==> src/sv/u2u8_pkg.sv <==
// ----------------------------------------------------------------------------
// u2u8_pkg
// Shared types and constants of the UTF-16/UTF-32 to UTF-8 transcoder.
// ----------------------------------------------------------------------------
package u2u8_pkg;

	localparam logic [2:0] ENC_AUTO  = 3'd0;
	localparam logic [2:0] ENC_UTF8  = 3'd1;
	localparam logic [2:0] ENC_U16LE = 3'd2;
	localparam logic [2:0] ENC_U16BE = 3'd3;
	localparam logic [2:0] ENC_U32LE = 3'd4;
	localparam logic [2:0] ENC_U32BE = 3'd5;

	localparam int Q_DEPTH = 4;

	localparam int CFG_AW = 3;
	localparam logic [CFG_AW-3:0] CFG_MODE_IDX = '0;

	typedef struct packed {
		logic [7:0] in_byte;
		logic       in_last;
	} src_beat_t;

	typedef struct packed {
		logic [7:0] out_byte;
		logic       byte_valid;
		logic       run_last;
		logic       stream_end;
		logic       bad_surrogate;
		logic [2:0] detected_encoding;
	} dst_beat_t;

	// One symbol (raw byte or code point) plus an optional end marker.
	typedef struct packed {
		logic        has_sym;
		logic [1:0]  sym_len;
		logic [25:0] cp;
		logic        marker;
		logic        bad;
		logic        ending;
		logic        step_last;
		logic [2:0]  enc;
	} job_t;

endpackage

==> src/sv/u2u8_front.sv <==
// ----------------------------------------------------------------------------
// u2u8_front
// Accepts input beats, holds and classifies the stream head, assembles
// units and joins surrogate pairs; emits one job per symbol or bare end marker.
// ----------------------------------------------------------------------------
module u2u8_front (
	input  logic                clk,
	input  logic                arst_n,
	input  logic                src_valid,
	output logic                src_stall,
	input  u2u8_pkg::src_beat_t src_data,
	input  logic [2:0]          mode,
	input  logic                q_full,
	output logic                push,
	output u2u8_pkg::job_t      push_job
);
	import u2u8_pkg::*;

	typedef enum logic [1:0] {
		FE_RUN   = 2'b01,
		FE_FLUSH = 2'b10
	} fe_state_t;

	typedef enum logic [1:0] {
		FS_GO,
		FS_END,
		FS_BAD
	} feed_st_t;

	typedef struct packed {
		logic [2:0] enc;
		logic [2:0] skip;
	} detect_t;

	function automatic detect_t detect(input logic [7:0] h0, input logic [7:0] h1,
		input logic [7:0] h2, input logic [7:0] h3);
		detect_t r;
		r.enc  = ENC_UTF8;
		r.skip = 3'd0;
		if (h0 == 8'h00 && h1 == 8'h00 && h2 == 8'hFE && h3 == 8'hFF) begin
			r.enc  = ENC_U32BE;
			r.skip = 3'd4;
		end else if (h0 == 8'hFF && h1 == 8'hFE && h2 == 8'h00 && h3 == 8'h00) begin
			r.enc  = ENC_U32LE;
			r.skip = 3'd4;
		end else if (h0 == 8'hFE && h1 == 8'hFF) begin
			r.enc  = ENC_U16BE;
			r.skip = 3'd2;
		end else if (h0 == 8'hFF && h1 == 8'hFE) begin
			r.enc  = ENC_U16LE;
			r.skip = 3'd2;
		end else if (h0 == 8'hEF && h1 == 8'hBB && h2 == 8'hBF) begin
			r.enc  = ENC_UTF8;
			r.skip = 3'd3;
		end else if (h0 == 8'h00 && h1 == 8'h00 && h2 == 8'h00) begin
			r.enc = ENC_U32BE;
		end else if (h1 == 8'h00 && h2 == 8'h00 && h3 == 8'h00) begin
			r.enc = ENC_U32LE;
		end else if (h0 == 8'h00 && h2 == 8'h00) begin
			r.enc = ENC_U16BE;
		end else if (h1 == 8'h00 && h3 == 8'h00) begin
			r.enc = ENC_U16LE;
		end
		return r;
	endfunction

	fe_state_t   state_q;
	logic [7:0]  head_q [4];
	logic [2:0]  head_cnt_q;
	logic [2:0]  act_q;
	logic [23:0] unit_q;
	logic [1:0]  phase_q;
	logic [9:0]  hi_q;
	logic        pend_q;
	logic        halt_q;
	logic [1:0]  fidx_q;
	logic [1:0]  fend_q;
	logic        flast_q;
	logic        any_q;

	logic        src_take;
	logic        flush_go;
	logic        is_explicit;
	detect_t     det;
	logic        f_en;
	logic [7:0]  f_b;
	logic [2:0]  f_act;
	logic        f_last;
	logic        f_any;
	logic        head_en;
	logic        mk_only;

	feed_st_t    st;
	logic        sym;
	logic        raw;
	logic [31:0] cp32;
	logic [15:0] u16;
	logic        is16;
	logic [23:0] nx_unit;
	logic [1:0]  nx_phase;
	logic [9:0]  nx_hi;
	logic        nx_pend;

	logic        f_final;
	logic        any_n;
	logic        ending_f;
	logic        marker_f;
	logic        bad_f;
	logic        step_end;
	logic        clear;
	logic [1:0]  len_code;

	always_comb begin
		src_take    = (state_q == FE_RUN) && src_valid && !q_full;
		flush_go    = (state_q == FE_FLUSH) && !q_full;
		is_explicit = (mode >= ENC_UTF8) && (mode <= ENC_U32BE);
		det         = detect(head_q[0], head_q[1], head_q[2], src_data.in_byte);
		f_en        = 1'b0;
		f_b         = src_data.in_byte;
		f_act       = act_q;
		f_last      = src_data.in_last;
		f_any       = 1'b0;
		head_en     = 1'b0;
		mk_only     = 1'b0;
		if (flush_go) begin
			f_en   = 1'b1;
			f_b    = head_q[fidx_q];
			f_last = flast_q;
			f_any  = any_q;
		end else if (src_take && !halt_q) begin
			if (act_q != ENC_AUTO) begin
				f_en = 1'b1;
			end else if (is_explicit) begin
				f_en  = 1'b1;
				f_act = mode;
			end else begin
				head_en = 1'b1;
				if (head_cnt_q == 3'd3 && det.skip == 3'd4 && src_data.in_last) begin
					mk_only = 1'b1;
				end
			end
		end
	end

	always_comb begin
		nx_unit  = unit_q;
		nx_phase = phase_q;
		nx_hi    = hi_q;
		nx_pend  = pend_q;
		st       = FS_GO;
		sym      = 1'b0;
		raw      = 1'b0;
		cp32     = 32'd0;
		is16     = 1'b0;
		u16      = 16'd0;
		case (f_act)
			ENC_U16LE, ENC_U16BE: begin
				if (phase_q == 2'd0) begin
					nx_unit  = {16'd0, f_b};
					nx_phase = 2'd1;
				end else begin
					is16     = 1'b1;
					u16      = (f_act == ENC_U16LE) ? {f_b, unit_q[7:0]} : {unit_q[7:0], f_b};
					nx_unit  = 24'd0;
					nx_phase = 2'd0;
				end
			end
			ENC_U32LE, ENC_U32BE: begin
				if (phase_q != 2'd3) begin
					if (f_act == ENC_U32LE) begin
						case (phase_q)
							2'd0: nx_unit[7:0] = f_b;
							2'd1: nx_unit[15:8] = f_b;
							default: nx_unit[23:16] = f_b;
						endcase
					end else begin
						nx_unit = {unit_q[15:0], f_b};
					end
					nx_phase = phase_q + 2'd1;
				end else begin
					cp32     = (f_act == ENC_U32LE) ? {f_b, unit_q} : {unit_q, f_b};
					nx_unit  = 24'd0;
					nx_phase = 2'd0;
					if (cp32 == 32'd0) begin
						st = FS_END;
					end else begin
						sym = 1'b1;
					end
				end
			end
			default: begin
				if (f_b == 8'd0) begin
					st = FS_END;
				end else begin
					sym  = 1'b1;
					raw  = 1'b1;
					cp32 = {24'd0, f_b};
				end
			end
		endcase
		if (is16) begin
			if (pend_q) begin
				if (u16[15:10] == 6'b110111) begin
					cp32    = 32'h10000 + {12'd0, hi_q, u16[9:0]};
					sym     = 1'b1;
					nx_pend = 1'b0;
					nx_hi   = 10'd0;
				end else begin
					st = FS_BAD;
				end
			end else if (u16 == 16'd0) begin
				st = FS_END;
			end else if (u16[15:10] == 6'b110110) begin
				nx_hi   = u16[9:0];
				nx_pend = 1'b1;
			end else begin
				cp32 = {16'd0, u16};
				sym  = 1'b1;
			end
		end
	end

	always_comb begin
		if (raw || cp32 < 32'h80) begin
			len_code = 2'd0;
		end else if (cp32 < 32'h800) begin
			len_code = 2'd1;
		end else if (cp32 < 32'h10000) begin
			len_code = 2'd2;
		end else begin
			len_code = 2'd3;
		end
		f_final  = flush_go ? ((fidx_q == fend_q) || (st != FS_GO)) : 1'b1;
		any_n    = f_any || sym;
		ending_f = f_final && ((st != FS_GO) || f_last);
		marker_f = f_final && ((st != FS_GO) || (f_last && (nx_pend || !any_n)));
		bad_f    = f_final && ((st == FS_BAD) || ((st == FS_GO) && f_last && nx_pend));
		step_end = (f_en && ending_f) || mk_only;
		clear    = (step_end && f_last) || (src_take && halt_q && src_data.in_last);

		push               = (f_en && (sym || marker_f)) || mk_only;
		push_job.has_sym   = f_en && sym;
		push_job.sym_len   = len_code;
		push_job.cp        = cp32[25:0];
		push_job.marker    = mk_only || marker_f;
		push_job.bad       = !mk_only && bad_f;
		push_job.ending    = mk_only || ending_f;
		push_job.step_last = mk_only || f_final;
		push_job.enc       = mk_only ? (det.enc - 3'd1) : (f_act - 3'd1);
	end

	assign src_stall = !((state_q == FE_RUN) && !q_full);

	always_ff @(posedge clk) begin
		if (head_en) begin
			head_q[head_cnt_q[1:0]] <= src_data.in_byte;
		end
	end

	always_ff @(posedge clk or negedge arst_n) begin
		if (!arst_n) begin
			state_q    <= FE_RUN;
			head_cnt_q <= 3'd0;
			act_q      <= ENC_AUTO;
			unit_q     <= 24'd0;
			phase_q    <= 2'd0;
			hi_q       <= 10'd0;
			pend_q     <= 1'b0;
			halt_q     <= 1'b0;
			fidx_q     <= 2'd0;
			fend_q     <= 2'd0;
			flast_q    <= 1'b0;
			any_q      <= 1'b0;
		end else begin
			if (f_en) begin
				unit_q  <= nx_unit;
				phase_q <= nx_phase;
				hi_q    <= nx_hi;
				pend_q  <= nx_pend;
			end
			if (flush_go) begin
				fidx_q <= fidx_q + 2'd1;
				any_q  <= any_n;
				if (f_final) begin
					state_q <= FE_RUN;
				end
			end
			if (src_take && !halt_q && act_q == ENC_AUTO && is_explicit) begin
				act_q <= mode;
			end
			if (head_en) begin
				head_cnt_q <= head_cnt_q + 3'd1;
				if (head_cnt_q == 3'd3) begin
					act_q <= det.enc;
					if (det.skip != 3'd4) begin
						state_q <= FE_FLUSH;
						fidx_q  <= det.skip[1:0];
						fend_q  <= 2'd3;
						flast_q <= src_data.in_last;
						any_q   <= 1'b0;
					end
				end else if (src_data.in_last) begin
					act_q   <= ENC_UTF8;
					state_q <= FE_FLUSH;
					fidx_q  <= 2'd0;
					fend_q  <= head_cnt_q[1:0];
					flast_q <= 1'b1;
					any_q   <= 1'b0;
				end
			end
			if (step_end && !f_last) begin
				halt_q <= 1'b1;
			end
			if (clear) begin
				state_q    <= FE_RUN;
				head_cnt_q <= 3'd0;
				act_q      <= ENC_AUTO;
				unit_q     <= 24'd0;
				phase_q    <= 2'd0;
				hi_q       <= 10'd0;
				pend_q     <= 1'b0;
				halt_q     <= 1'b0;
			end
		end
	end

	a_flush_active: assert property (@(posedge clk) disable iff (!arst_n)
		(state_q == FE_FLUSH) |-> (!halt_q && act_q != ENC_AUTO))
		else $error("head replay while halted or undecided");

	a_halt_quiet: assert property (@(posedge clk) disable iff (!arst_n)
		halt_q |-> !f_en)
		else $error("unit decoded after stream end");

endmodule

==> src/sv/u2u8_queue.sv <==
// ----------------------------------------------------------------------------
// u2u8_queue
// Short job queue between the decode front and the byte emitter.
// ----------------------------------------------------------------------------
module u2u8_queue #(
	parameter int DEPTH = u2u8_pkg::Q_DEPTH
) (
	input  logic           clk,
	input  logic           arst_n,
	input  logic           push,
	input  u2u8_pkg::job_t push_job,
	output logic           full,
	output logic           pop_valid,
	output u2u8_pkg::job_t pop_job,
	input  logic           pop
);
	import u2u8_pkg::*;

	localparam int AW = $clog2(DEPTH);
	localparam int CW = $clog2(DEPTH + 1);

	job_t          mem_q [DEPTH];
	logic [AW-1:0] wr_q;
	logic [AW-1:0] rd_q;
	logic [CW-1:0] cnt_q;

	assign full      = (cnt_q == CW'(DEPTH));
	assign pop_valid = (cnt_q != '0);
	assign pop_job   = mem_q[rd_q];

	always_ff @(posedge clk) begin
		if (push) begin
			mem_q[wr_q] <= push_job;
		end
	end

	always_ff @(posedge clk or negedge arst_n) begin
		if (!arst_n) begin
			wr_q  <= '0;
			rd_q  <= '0;
			cnt_q <= '0;
		end else begin
			if (push) begin
				wr_q <= (wr_q == AW'(DEPTH - 1)) ? '0 : wr_q + AW'(1);
			end
			if (pop) begin
				rd_q <= (rd_q == AW'(DEPTH - 1)) ? '0 : rd_q + AW'(1);
			end
			case ({push, pop})
				2'b10: cnt_q <= cnt_q + CW'(1);
				2'b01: cnt_q <= cnt_q - CW'(1);
				default: cnt_q <= cnt_q;
			endcase
		end
	end

	a_no_overflow: assert property (@(posedge clk) disable iff (!arst_n)
		push |-> !full)
		else $error("push into full queue");

endmodule

==> src/sv/u2u8_back.sv <==
// ----------------------------------------------------------------------------
// u2u8_back
// Turns jobs into UTF-8 bytes and end markers, one beat a cycle unless stalled.
// ----------------------------------------------------------------------------
module u2u8_back (
	input  logic                clk,
	input  logic                arst_n,
	input  logic                pop_valid,
	input  u2u8_pkg::job_t      pop_job,
	output logic                pop,
	output logic                dst_valid,
	input  logic                dst_stall,
	output u2u8_pkg::dst_beat_t dst_data
);
	import u2u8_pkg::*;

	job_t      cur_q;
	logic      cur_v_q;
	logic [2:0] idx_q;
	logic      dst_v_q;
	dst_beat_t dst_q;

	logic [2:0] n_sym;
	logic [2:0] n_tot;
	logic       is_fin;
	logic       out_free;
	logic       fire;
	logic       done;
	logic [1:0] rem;
	logic [7:0] data_byte;
	dst_beat_t  beat;

	always_comb begin
		n_sym    = cur_q.has_sym ? (3'({1'b0, cur_q.sym_len}) + 3'd1) : 3'd0;
		n_tot    = n_sym + {2'd0, cur_q.marker};
		is_fin   = (idx_q == n_tot - 3'd1);
		out_free = !dst_v_q || !dst_stall;
		fire     = cur_v_q && out_free;
		done     = fire && is_fin;
		pop      = pop_valid && (!cur_v_q || done);
		rem      = cur_q.sym_len - idx_q[1:0];

		if (idx_q == 3'd0) begin
			case (cur_q.sym_len)
				2'd0: data_byte = cur_q.cp[7:0];
				2'd1: data_byte = {3'b110, cur_q.cp[10:6]};
				2'd2: data_byte = {4'b1110, cur_q.cp[15:12]};
				default: data_byte = 8'hF0 | cur_q.cp[25:18];
			endcase
		end else begin
			case (rem)
				2'd0: data_byte = {2'b10, cur_q.cp[5:0]};
				2'd1: data_byte = {2'b10, cur_q.cp[11:6]};
				default: data_byte = {2'b10, cur_q.cp[17:12]};
			endcase
		end

		if (idx_q < n_sym) begin
			beat.out_byte   = data_byte;
			beat.byte_valid = 1'b1;
		end else begin
			beat.out_byte   = 8'd0;
			beat.byte_valid = 1'b0;
		end
		beat.run_last          = is_fin && cur_q.step_last;
		beat.stream_end        = is_fin && cur_q.ending;
		beat.bad_surrogate     = is_fin && cur_q.bad;
		beat.detected_encoding = cur_q.enc;
	end

	assign dst_valid = dst_v_q;
	assign dst_data  = dst_q;

	always_ff @(posedge clk) begin
		if (pop) begin
			cur_q <= pop_job;
		end
		if (out_free && fire) begin
			dst_q <= beat;
		end
	end

	always_ff @(posedge clk or negedge arst_n) begin
		if (!arst_n) begin
			cur_v_q <= 1'b0;
			idx_q   <= 3'd0;
			dst_v_q <= 1'b0;
		end else begin
			if (pop) begin
				cur_v_q <= 1'b1;
				idx_q   <= 3'd0;
			end else if (done) begin
				cur_v_q <= 1'b0;
			end else if (fire) begin
				idx_q <= idx_q + 3'd1;
			end
			if (out_free) begin
				dst_v_q <= fire;
			end
		end
	end

	a_marker_form: assert property (@(posedge clk) disable iff (!arst_n)
		(dst_valid && !dst_data.byte_valid) |-> (dst_data.out_byte == 8'd0 && dst_data.run_last))
		else $error("end marker malformed");

	a_end_is_last: assert property (@(posedge clk) disable iff (!arst_n)
		(dst_valid && dst_data.stream_end) |-> dst_data.run_last)
		else $error("stream end not on last beat of run");

	a_bad_marker: assert property (@(posedge clk) disable iff (!arst_n)
		(dst_valid && dst_data.bad_surrogate) |-> (!dst_data.byte_valid && dst_data.stream_end))
		else $error("bad surrogate flag outside end marker");

endmodule

==> src/sv/utf16_utf32_to_utf8_transcoder.sv <==
// ----------------------------------------------------------------------------
// utf16_utf32_to_utf8_transcoder
// Byte-stream transcoder from UTF-16/UTF-32 (either byte order) or UTF-8 to
// UTF-8, with BOM and zero-byte encoding detection.
//
// src channel: one raw byte per beat, in_last on the final byte of a stream.
// dst channel: one UTF-8 byte per beat, or an end-only marker (byte_valid 0);
//   run_last closes the beats caused by one input beat, stream_end closes
//   the stream, bad_surrogate flags a broken surrogate pair.
// APB port: register encoding_mode at address 0, sampled on the first byte
//   of each stream; write it only while the block is idle.
// Throughput: one input beat per cycle while the job queue has room and one
//   output beat per cycle; each job passes the queue, the emitter's job
//   register and the registered dst port, and holds the emitter until its
//   bytes have left. In auto mode the fourth byte, or an earlier final byte,
//   replays the held head bytes after any BOM, up to four, one per cycle
//   while the queue has room, with src_stall high.
// Reset: clears the mode register and all stream state; no clearing pass.
// A stalled dst beat holds; the four-entry queue fills and src_stall rises.
// ----------------------------------------------------------------------------
module utf16_utf32_to_utf8_transcoder #(
	parameter int QUEUE_DEPTH = u2u8_pkg::Q_DEPTH
) (
	input  logic                          clk,
	input  logic                          arst_n,
	input  logic                          psel,
	input  logic                          penable,
	input  logic                          pwrite,
	input  logic [u2u8_pkg::CFG_AW-1:0]   paddr,
	input  logic [31:0]                   pwdata,
	output logic [31:0]                   prdata,
	output logic                          pready,
	input  logic                          src_valid,
	output logic                          src_stall,
	input  u2u8_pkg::src_beat_t           src_data,
	output logic                          dst_valid,
	input  logic                          dst_stall,
	output u2u8_pkg::dst_beat_t           dst_data
);
	import u2u8_pkg::*;

	logic [2:0] mode_q;
	logic       sel_mode;
	logic       q_full;
	logic       push;
	job_t       push_job;
	logic       pop_valid;
	job_t       pop_job;
	logic       pop;

	assign pready   = 1'b1;
	assign sel_mode = (paddr[CFG_AW-1:2] == CFG_MODE_IDX) && (paddr[1:0] == 2'd0);
	assign prdata   = sel_mode ? {29'd0, mode_q} : 32'd0;

	always_ff @(posedge clk or negedge arst_n) begin
		if (!arst_n) begin
			mode_q <= ENC_AUTO;
		end else if (psel && penable && pwrite && pready
			&& paddr[CFG_AW-1:2] == CFG_MODE_IDX) begin
			mode_q <= pwdata[2:0];
		end
	end

	u2u8_front u_front (
		.clk       (clk),
		.arst_n    (arst_n),
		.src_valid (src_valid),
		.src_stall (src_stall),
		.src_data  (src_data),
		.mode      (mode_q),
		.q_full    (q_full),
		.push      (push),
		.push_job  (push_job)
	);

	u2u8_queue #(
		.DEPTH (QUEUE_DEPTH)
	) u_queue (
		.clk       (clk),
		.arst_n    (arst_n),
		.push      (push),
		.push_job  (push_job),
		.full      (q_full),
		.pop_valid (pop_valid),
		.pop_job   (pop_job),
		.pop       (pop)
	);

	u2u8_back u_back (
		.clk       (clk),
		.arst_n    (arst_n),
		.pop_valid (pop_valid),
		.pop_job   (pop_job),
		.pop       (pop),
		.dst_valid (dst_valid),
		.dst_stall (dst_stall),
		.dst_data  (dst_data)
	);

endmodule
==> config.mk <==
export PLATFORM = sky130hd
export DESIGN_NAME = utf16_utf32_to_utf8_transcoder
export DESIGN_NICKNAME = d
export VERILOG_FILES = /design/src/sv/u2u8_pkg.sv /design/src/sv/u2u8_front.sv /design/src/sv/u2u8_queue.sv /design/src/sv/u2u8_back.sv /design/src/sv/utf16_utf32_to_utf8_transcoder.sv
export SDC_FILE = /design/constraint.sdc
export NUM_CORES = 1
export LEC_CHECK = 0
export BUFFER_PORTS_ARGS = -buffer_cell sky130_fd_sc_hd__buf_2
export CELL_PAD_IN_SITES_DETAIL_PLACEMENT = 0
export CELL_PAD_IN_SITES_GLOBAL_PLACEMENT = 1
export CORE_MARGIN = 5
export CORE_UTILIZATION = 45
export DETAILED_ROUTE_END_ITERATION = 6
export PLACE_DENSITY = 0.84
export SYNTH_ARGS = -nofsm -noshare
export SYNTH_HDL_FRONTEND = slang
export SYNTH_SLANG_ARGS = --single-unit
==> constraint.sdc <==
create_clock -name clk -period 4.4 [get_ports clk]
set_input_delay 0.44 -clock clk [delete_from_list [all_inputs] [get_ports clk]]
set_output_delay 0.44 -clock clk [all_outputs]
set_load 0.01 [all_outputs]
# After elaboration in Yosys (flattened, before gate mapping)
# Memory sizes are Yosys's and may differ from the RTL's. A register that Yosys moved wholly into a read port is not among the register bits.
# Index checks and enable logic that the tools add are counted.
[word_totals] ff_bits=82 mem_bits_rw=176 in_bits=51 out_inout_bits=50 elab_cells=348 n_memories=2
[classes] addsub=15 magnitude_cmp=6 n_eq_ne=40 muxes=145 bitwise_logic=1 n_reduce_logical=112
[mem_list] memory="u_queue.mem_q" depth=4 width=36 read_ports=1 rd_clocked_by_memory_dff=1 wr=1 line_no="u2u8_queue.sv:22" text="job_t mem_q [DEPTH];"
[mem_list] memory="u_front.head_q" depth=4 width=8 read_ports=4 rd_clocked_by_memory_dff=0 wr=1 line_no="u2u8_front.sv:68" text="logic [7:0] head_q [4];"
[op_table] operator="$mux 32" count=7
[op_table] operator="$mux 24" count=4
[op_table] operator="$eq 8x8->1 const B" count=9
[op_table] operator="$mux 10" count=7
[op_table] operator="$pmux 32 s2" count=1
[op_table] operator="$mux 3" count=21
[op_table] operator="$mux 2" count=29
[op_table] operator="$mux 8" count=7
[op_table] operator="$mux 1" count=55
[op_table] operator="$logic_and 1x1->1" count=49
[op_table] operator="$mux 16" count=3
[op_table] operator="$pmux 24 s2" count=1
[op_table] operator="$logic_not 8->1" count=5
[op_table] operator="$logic_not 32->1" count=1
[op_table] operator="$lt 32x12->1 const B" count=1
[op_table] operator="$lt 32x17->1 const B" count=1
[op_table] operator="$lt 32x8->1 const B" count=1
[op_table] operator="$mux 6" count=4
[op_table] operator="$pmux 8 s3" count=1
[op_table] operator="$add 17x20->21 const A" count=1
[op_table] operator="$reduce_bool 2->1" count=9
[op_table] operator="$logic_not 16->1" count=1
[op_table] operator="$logic_or 1x1->1" count=16
[op_table] operator="$eq 2x2->1 const B" count=6
[op_table] operator="other kinds (35)" count=79

# Logic depth before layout (Yosys ltp)
# Gate-level depths: netlist of run 1.
[logic_depth] ltp_word=27 mapped_depth=17 ltp_nobuf=15

# Cells and area by module
# From an unflattened synthesis of run 1, not the netlist that was laid out.
[unflattened] hier_cells=1088 area_unflattened_um2=14153.6
[by_module_without_submodules] mod="u2u8_front" instances=1 cells_per_inst=661 area_per_inst_um2=5815.6 seq_area_each_um2=2263.4
[by_module_without_submodules] mod="u2u8_queue" instances=1 cells_per_inst=223 area_per_inst_um2=5616.6 seq_area_each_um2=4499.3
[by_module_without_submodules] mod="u2u8_back" instances=1 cells_per_inst=161 area_per_inst_um2=2321.0 seq_area_each_um2=1536.5
[by_module_without_submodules] mod="utf16_utf32_to_utf8_transcoder" instances=1 cells_per_inst=43 area_per_inst_um2=400.4 seq_area_each_um2=75.1

# Least setup slack after synthesis of run 1
# No wires, ideal clock.
[synth_timing] path_type="register to register" startpoint="register, netlist name u_back.cur_q[33]" endpoint="register u_queue.cnt_q[2]" setup_time_ns=0.079 arrival_ns=4.781 required_time_ns=4.321 slack_ns=-0.460 path_stages_with_launch=16 n_path_buf=0 period_less_slack_ns=4.860 path_cell_list="edfxtp_1 > inv_1 > ha_1 > nand2_1 > ha_1 > xor2_1 > xnor2_1 > nor3_1 > nand2_1 > a21oi_1 > ha_1 > inv_1 > fa_1 > xor2_1 > nor2_1 > xor2_1"
[synth_via] elab_chain_cells=10 word_cells_on_any_way=12 classes_between="add/sub (3); eq/ne (3); mux (2); reduce/logical (4)"
[synth_lines] item="$add 2x1->3 *" line_no="u2u8_back.sv:34" text="n_sym = cur_q.has_sym ? (3'({1'b0, cur_q.sym_len}) + 3'd1) : 3'd0;"
[synth_lines] item="$mux 3 *" line_no="u2u8_back.sv:34"
[synth_lines] item="$add 3x1->3 *" line_no="u2u8_back.sv:35" text="n_tot = n_sym + {2'd0, cur_q.marker};"
[synth_lines] item="$sub 3x1->3 *" line_no="u2u8_back.sv:36" text="is_fin = (idx_q == n_tot - 3'd1);"
[synth_lines] item="$eq 3x3->1 *" line_no="u2u8_back.sv:36"
[synth_lines] item="$logic_and 1x1->1 *" line_no="u2u8_back.sv:39" text="done = fire && is_fin;"
[synth_lines] item="$logic_or 1x1->1 *" line_no="u2u8_back.sv:40" text="pop = pop_valid && (!cur_v_q || done);"
[synth_lines] item="$logic_and 1x1->1 *" line_no="u2u8_back.sv:40"
[synth_lines] item="named net pop" line_no="utf16_utf32_to_utf8_transcoder.sv:49" text="logic pop;"
[synth_lines] item="$eq 2x1->1 or $eq 2x2->1 (tied branches)" line_no="u2u8_queue.sv:49" text="case ({push, pop})"
[synth_lines] item="$pmux 3 s2 or $reduce_bool 2->1 (tied branches)"
[synth_lines] item="end signal: assignment" line_no="u2u8_queue.sv:50" text="2'b10: cnt_q <= cnt_q + CW'(1);"
[synth_lines] item="end signal: assignment" line_no="u2u8_queue.sv:51" text="2'b01: cnt_q <= cnt_q - CW'(1);"
[synth_lines] item="end signal: assignment" line_no="u2u8_queue.sv:52" text="default: cnt_q <= cnt_q;"
[synth_lines] item="end: declaration" line_no="u2u8_queue.sv:25" text="logic [CW-1:0] cnt_q;"
# The timed path passes the listed nets; every way through them passes the cells marked *.
# A chain may end at the register's enable or synchronous reset.

# Worst setup path after layout of run 1
[layout_timing] startpoint="register u_queue.cnt_q[1]" endpoint="register u_queue.cnt_q[2]"
[layout_via] elab_chain_cells=27 word_cells_on_any_way=72 classes_between="add/sub (2); eq/ne (9); mux (38); reduce/logical (23)"
[layout_lines] item="$eq 3x3->1" line_no="u2u8_queue.sv:27" text="assign full = (cnt_q == CW'(DEPTH));"
[layout_lines] item="$logic_not 1->1" line_no="u2u8_front.sv:114, u2u8_front.sv:115"
[layout_lines] item="$logic_and 1x1->1" line_no="u2u8_front.sv:114" text="src_take = (state_q == FE_RUN) && src_valid && !q_full;"
[layout_lines] item="$logic_and 1x1->1" line_no="u2u8_front.sv:130" text="end else if (src_take && !halt_q) begin"
[layout_lines] item="$mux 3" line_no="u2u8_front.sv:130"
[layout_lines] item="$mux 3" line_no="u2u8_front.sv:125" text="if (flush_go) begin"
[layout_lines] item="$eq 3x3->1" line_no="u2u8_front.sv:156, u2u8_front.sv:181"
[layout_lines] item="$mux 32" line_no="u2u8_front.sv:181" text="cp32 = (f_act == ENC_U32LE) ? {f_b, unit_q} : {unit_q, f_b};"
[layout_lines] item="[... 11 more ...]"
[layout_lines] item="$logic_and 1x1->1" line_no="u2u8_front.sv:236" text="marker_f = f_final && ((st != FS_GO) || (f_last && (nx_pend || !any_n)));"
[layout_lines] item="$logic_or 1x1->1" line_no="u2u8_front.sv:236"
[layout_lines] item="$logic_and 1x1->1" line_no="u2u8_front.sv:236"
[layout_lines] item="$logic_or 1x1->1" line_no="u2u8_front.sv:241" text="push = (f_en && (sym || marker_f)) || mk_only;"
[layout_lines] item="$logic_and 1x1->1" line_no="u2u8_front.sv:241"
[layout_lines] item="$logic_or 1x1->1" line_no="u2u8_front.sv:241"
[layout_lines] item="$eq 2x1->1 or $eq 2x2->1 (tied branches)" line_no="u2u8_queue.sv:49"
[layout_lines] item="$pmux 3 s2 or $reduce_bool 2->1 (tied branches)"
# Parallel ways exist; a longest one is shown, timed or not.

==> results of run 1 <==
registers in the layout, summed over array words and instances, names as in the netlist, 10 cells and up:
signal	flops
u_queue.mem_q	128
u_front.head_q	32
u_back.cur_q	29
u_front.unit_q	24
u_back.dst_data	15
u_front.hi_q	10
report_power, final:
part	internal, W	total [W]	switching (W)
combinational	0.00143	0.00348	0.00205
clock	0.00135	0.00235	0.000999
sequential	0.00351	0.00393	0.000412
total	0.00630	0.00976	0.00346
cells in the final DEF, fill, tap and decap left out, types with 6 or more instances in the layout:
cell | netlist | final
a211oi_1 | 15 | 15
a21oi_1 | 74 | 73
a22oi_1 | 8 | 8
and2_1 | 22 | 22
buf_2 | 0 | 40
buf_4 | 30 | 50
clkbuf_1 | 32 | 6
clkbuf_16 | 0 | 29
conb_1 | 2 | 30
dfrtp_1 | 66 | 63
edfxtp_1 | 207 | 207
ha_1 | 28 | 28
inv_1 | 35 | 35
mux2_2 | 9 | 9
mux2i_1 | 19 | 19
mux4_2 | 37 | 37
nand2_1 | 72 | 72
nand2b_1 | 6 | 6
nand3_1 | 21 | 21
nand4_1 | 12 | 12
nor2_1 | 80 | 80
nor2_2 | 34 | 34
nor2b_1 | 7 | 7
nor3_1 | 32 | 31
nor4_1 | 22 | 22
o21ai_0 | 33 | 33
o22ai_1 | 8 | 8
o31ai_1 | 6 | 6
xnor2_1 | 16 | 16
per-stage QoR:
stage	utilization [%]	std cells	power, W
floorplan	-	1110	0.006357
global placement	48.25	1510	0.007326
detailed placement	48.25	1510	0.007424
CTS	51.38	1565	0.009799
global route	51.44	1565	0.01033
finish	51.44	1565	0.009763
routing by layer:
layer,global-route usage [%],vias up
met3,3.186,50
met4,4.939,0
met1,26.85,4619
met5,0,-
met2,31.64,382
li1,-,4190
path summary, 6_finish.rpt:
| path | startpoint | slack [ns] | endpoint |
|---|---|---|---|
| setup / recovery | u_queue.cnt_q[1] | 0.19 | u_queue.cnt_q[2] |
| hold / removal | pwdata[1] | 0.12 | mode_q[1] |
| setup reg to reg | u_queue.cnt_q[1] | 0.19 | u_queue.cnt_q[2] |
| hold reg to reg | u_back.beat[1] | 0.42 | u_back.dst_data[1] |
| max in group asynchronous | arst_n | 3.08 | u_front.state_q[0] |
| min in group asynchronous | arst_n | 0.46 | u_front.unit_q[13] |
cells by family (layout without fill, tap and decap cells):
logic type,Yosys count,after routing,share of synthesized area (%)
flip-flops,274,274,57.89
other,2,30,0.05508
buffers and inverters,120,185,4.955
multiplexers,71,71,9.158
XOR/XNOR,21,21,1.349
AND/OR/NAND/NOR,350,350,13.40
AO/OA/AOI/OAI,215,215,10.48
adder cells (fa/ha/maj),29,29,2.716
area by class of cell:
type	instances	area, sq um
Clock buffer	36	762.0
Clock inverter	18	160.2
Fill cell	2566	14470
Inverter	35	131.4
Multi-Input combinational cell	716	5202
Sequential cell	274	7898
Tap cell	390	488.0
Timing Repair Buffer	96	685.7
worst register-to-register path, stage by stage (launching register included):
cell       delay [ns]
dfrtp_1          0.43
or3b_1           0.53
and4_1           0.33
a2111oi_1        0.54
buf_4            0.21
nand4_1          0.17
nand4_1          0.16
o41ai_2          0.12
a41oi_1          0.41
a31oi_2          0.16
inv_1            0.08
ha_1             0.16
inv_1            0.05
fa_1             0.37
xor2_1           0.15
nor2_1           0.11
xor2_1           0.15
repair_timing:
item | 4_1_cts | 5_1_grt
endpoints found under the hold margin | 41 | 0
hold buffers | 1 | 0
resized for setup | 0 | 5
setup endpoints to repair | 0 | 7
==> run_results.csv, run 1 <==
group,metric,value,unit
die,start_util,45.76,%
clock_network,cts_tree,"done",
die,placementRows,63,
setup_path,path_max_fanout,10,
grt,first_global_vias,9076,
clock_network,postCtsSetupBuffers,0,
clock_network,htree_levels,1,
synthesis,ys_dominant_reg_cell,"edfxtp_1",
drt,detail_route.wirelength,32900,um
placement,dp_hpwl,23000,um
sta,hold_viol_final,0,
placement,place_area,14380,sq um
clock_network,cts_root_buffer,"clkbuf_16",
setup_path,cp.buffers_inverters,3,
outcome,outcome,"finished clean",
die,fp.dieH,184.1,um
setup_path,required,4.87,ns
synthesis,synth_edf_count,207,
layout,final_nets,1232,
layout,area_delta_synth_final,12.41,%
layout,fin_area,15330,sq um
drt,initialDrtViolationCount,852,
die,fp.dieArea,33880,sq um
setup_path,endpoint_kind,"flop",
setup_path,startpoint_type,"flop",
placement,place_ws,0.1638,ns
setup_path,cp_cell_sequence,"or3b_1 -> and4_1 -> a2111oi_1 -> buf_4 -> nand4_1 -> nand4_1 -> o41ai_2 -> a41oi_1 -> a31oi_2 -> inv_1 -> ha_1 -> inv_1 -> fa_1 -> xor2_1 -> nor2_1 -> xor2_1",
synthesis,synth.yosys.seq_area_share,57.89,%
sta,rsz0062_at_grt,"no",
drt,drt_pass1_iterations,7,
drt,wl_met2,15610,um
die,core,29800,sq um
drt,drc,0,
synthesis,ys_top_cells_by_area,"edfxtp_1 46%, dfrtp_1 12%, mux4_2 6.1%",
clock_network,clkSlewWorstSetupHoldPaths,0.06,ns
pwr,p_leak,5.514,nW
setup_path,crit_cells,16,
setup_path,slowest_delay,0.54,ns
pwr,ir_worst_vdd,0.3217,mV
placement,gp_congestion,0.9210,
layout,drive_gt1_share,21.11,%
grt,grt_pass1_wl,51380,um
grt,overflow,0,
drt,routed.top_layer,"met4",
worst_hold_path,hold_depth,2,
drt,ant_nets,0,
sta,fin_ws,0.1865,ns
clock_network,clock-sinks,274,
setup_path,critPathKind,"flop to flop",
sta,fin_skew,0.01596,ns
job,max-cap-violations,0,
sta,slew_headroom,37.47,%
sta,maxSlewViolCount,0,
clock_network,insertion_delay,0.55,ns
synthesis,syn-cell-area,13640,sq um
drt,vias_per_cell,5.905,
drt,route.met3.wl,2331,um
sta,setup_viol,0,
die,dieWidth,184.1,um
sta,layout_min_cycle_time,4.213,ns
synthesis,synthCells,1082,
die,ios,101,
clock_network,cts-buffers-inserted,29,
setup_path,arrival,4.69,ns
synthesis,synth.distinct_cells,88,
grt,grt_max_degree,44,
drt,vias,9241,
synthesis,yosys.area.top_type,"edfxtp_1",
layout,diodes,0,
clock_network,clockBufferDepth,3,
sta,hold_ws,0.1249,ns
setup_path,cpLargestDelayFamily,"simple AND/OR/NAND/NOR gates",
drt,wl_met1,14290,um
setup_path,cp_slowest_cell,"a2111oi_1",
synthesis,synth-seq-cells,274,
worst_hold_path,hp-class,"input pin to flop",
grt,grt_usage,19.24,%
sta,fmax,0.2373,GHz
synthesis,synth-async-reset-ratio,24.45,%
synthesis,synthTopCellsByCount,"207 x edfxtp_1, 80 x nor2_1, 74 x a21oi_1",
sta,tightest_slew,0.9313,ns
pwr,p_per_area,637.0,nW/um^2
drt,post_drt_wl_per_cell,21.02,um
synthesis,ys_warn_count,0,
setup_path,r2r_cells,16,
synthesis,synth_most_common_cell,"edfxtp_1",
synthesis,avgSynthCellArea,12.60,sq um
sta,fin_tns_setup,0,ns
placement,portBuffers,41,
sta,min_period_over_period,95.76,%
synthesis,netlist.area_leader.share,45.59,%
grt,antenna_found_initial,0,
Power figures use the tool's default switching activity.
==> run 2, diff against run 1 <==
--- a/config.mk
+++ b/config.mk
@@ -9,9 +9,9 @@
 export CELL_PAD_IN_SITES_DETAIL_PLACEMENT = 0
 export CELL_PAD_IN_SITES_GLOBAL_PLACEMENT = 1
 export CORE_MARGIN = 5
-export CORE_UTILIZATION = 45
+export CORE_UTILIZATION = 40
 export DETAILED_ROUTE_END_ITERATION = 6
-export PLACE_DENSITY = 0.84
+export PLACE_DENSITY = 0.77
 export SYNTH_ARGS = -nofsm -noshare
 export SYNTH_HDL_FRONTEND = slang
 export SYNTH_SLANG_ARGS = --single-unit
==> run 2 against run 1 <==
- sequential power hardly changed
- final cell count is 4.0% higher
- maximum frequency is 1.2% higher
- clock power is 2% lower
- total power hardly changed
- utilization is 5.4 points lower
- combinational power hardly changed
- die area is 12% higher
- largest cell class unchanged
==> run_results.csv, run 2 (synthesis gave the netlist of run 1 again) <==
group,metric,value,unit
sta,fin_tns_setup,0,ns
pwr,ir_worst_vdd,0.3450,mV
drt,vias_per_cell,5.597,
layout,regMostFlops,"u_queue.mem_q",
placement,dpl.cell_count,1577,
grt,first_global_vias,9108,
layout,final_common_cell,"edfxtp_1",
die,fp.dieH,194.6,um
clock_network,htree_levels,1,
clock_network,insertion_delay,0.56,ns
clock_network,cts_root_buffer,"clkbuf_16",
sta,slew_headroom,37.05,%
clock_network,cts_tree,"done",
grt,grt_pass1_wl,51640,um
pwr,p_per_area,631.0,nW/um^2
placement,gp_congestion,0.9381,
placement,place_area,14560,sq um
clock_network,cts-buffers-inserted,28,
layout,final_nets,1241,
sta,rsz0062_at_grt,"no",
outcome,outcome,"finished clean",
die,fp.dieArea,37880,sq um
die,dieWidth,194.6,um
clock_network,clkSlewWorstSetupHoldPaths,0.06,ns
setup_path,arrival,4.64,ns
setup_path,critPathKind,"flop to flop",
setup_path,endpoint_kind,"flop",
setup_path,cpLargestDelayFamily,"simple AND/OR/NAND/NOR gates",
grt,antenna_found_initial,0,
layout,fin_area,15480,sq um
drt,drt_pass1_iterations,5,
die,core,33620,sq um
layout,diodes,0,
placement,dp_hpwl,23550,um
sta,hold_viol_final,0,
drt,initialDrtViolationCount,844,
drt,vias,9112,
die,ios,101,
grt,grt_usage,16.93,%
setup_path,required,4.87,ns
drt,ant_nets,0,
layout,area_delta_synth_final,13.53,%
setup_path,cp_slowest_cell,"mux4_2",
setup_path,path_max_fanout,8,
sta,min_period_over_period,94.67,%
sta,fmax,0.2401,GHz
setup_path,cp.buffers_inverters,3,
sta,tightest_slew,0.9376,ns
die,placementRows,67,
layout,fillers,3021,
clock_network,clock-sinks,274,
sta,layout_min_cycle_time,4.165,ns
sta,setup_viol,0,
job,max-cap-violations,0,
grt,grt_max_degree,45,
pwr,p_leak,5.555,nW
sta,maxSlewViolCount,0,
drt,detail_route.wirelength,32500,um
clock_network,clockBufferDepth,3,
setup_path,startpoint_type,"flop",
grt,overflow,0,
drt,post_drt_wl_per_cell,19.96,um
placement,portBuffers,41,
sta,fin_skew,0.01988,ns
drt,drc,0,
setup_path,cp_cell_sequence,"mux4_2 -> or4_4 -> a2bb2oi_1 -> nor4b_1 -> buf_4 -> a21oi_2 -> a21oi_1 -> and3_1 -> a31oi_2 -> inv_1 -> ha_1 -> inv_1 -> fa_1 -> xor2_1 -> nor2_1 -> xor2_1",
setup_path,slowest_delay,0.60,ns
die,start_util,40.56,%
worst_hold_path,hp-class,"input pin to flop",
layout,final_cell_mix,"207 x edfxtp_1, 80 x nor2_1, 73 x a21oi_1",
layout,largest_reg_flops,128,
layout,final_cells,1628,
layout,drive_gt1_share,21.53,%
-- run 2: cell types whose count changed in the layout (fill, tap and decap cells not counted), sizes merged --
cell,previous run,this run
buf,95,105
clkbuf,36,32
clkinv,9,10
inv,38,36
-- run 2: final timing paths --
check | from | to | slack, ns | depth (start not counted)
worst max-delay path | u_front.fidx_q[0] | u_queue.cnt_q[2] | 0.23 | 16
worst min-delay path | pwdata[0] | mode_q[0] | 0.11 | 2
worst max register to register | u_front.fidx_q[0] | u_queue.cnt_q[2] | 0.23 | 16
worst min register to register | u_back.beat[0] | u_back.dst_data[0] | 0.42 | 0
max in group asynchronous | arst_n | u_queue.rd_q[0] | 3.09 | 3
min in group asynchronous | arst_n | u_front.unit_q[16] | 0.44 | 2
-- run 2: power by group --
part	switching [W]	total [W]	internal (W)
registers	0.000449	0.00396	0.00351
logic	0.00202	0.00350	0.00149
clock network	0.000994	0.00230	0.00131
-- run 2: final cells by class --
cell class	instances	area [sq um]	area share (%)
flip-flops and latches	274	7898	51.01
multi-input cells	716	5190	33.52
repair buffers	106	798.3	5.156
clock buffers	32	725.7	4.688
well taps	448	560.5	3.621
clock inverters	17	177.7	1.148
inverters	35	131.4	0.8486
-- run 2: repair_timing --
| item | in CTS | in global routing |
|---|---|---|
| hold buffers | 1 | 0 |
| setup endpoints to repair | 0 | 2 |
| resized for setup | 0 | 2 |
| hold endpoints to repair | 43 | 0 |
| buffers inserted | 0 | 1 |
-- run 2: per-layer routing --
layer / wire [um] / up-vias / share of wire (%) / GRT usage, %
li1: - / 4199 / - / -
met4: 1137 / 0 / 3.5 / 5.495
met2: 15150 / 328 / 47 / 26.97
met1: 14210 / 4509 / 44 / 23.93
met3: 2003 / 76 / 6.2 / 2.718
met5: 0 / - / 0 / 0
-- run 2: stage by stage --
stage	hold slack, ns	total power [W]	setup WS, ns	util, %
after floorplan	0.1444	0.006357	0.2290	-
after global placement	0.4080	0.007420	0.1444	43.30
after detailed placement	0.4045	0.007487	0.1426	43.30
after CTS	0.08723	0.009820	0.1026	46.02
after global routing	0.1035	0.01038	0.01116	46.05
final	0.1084	0.009768	0.2345	46.05
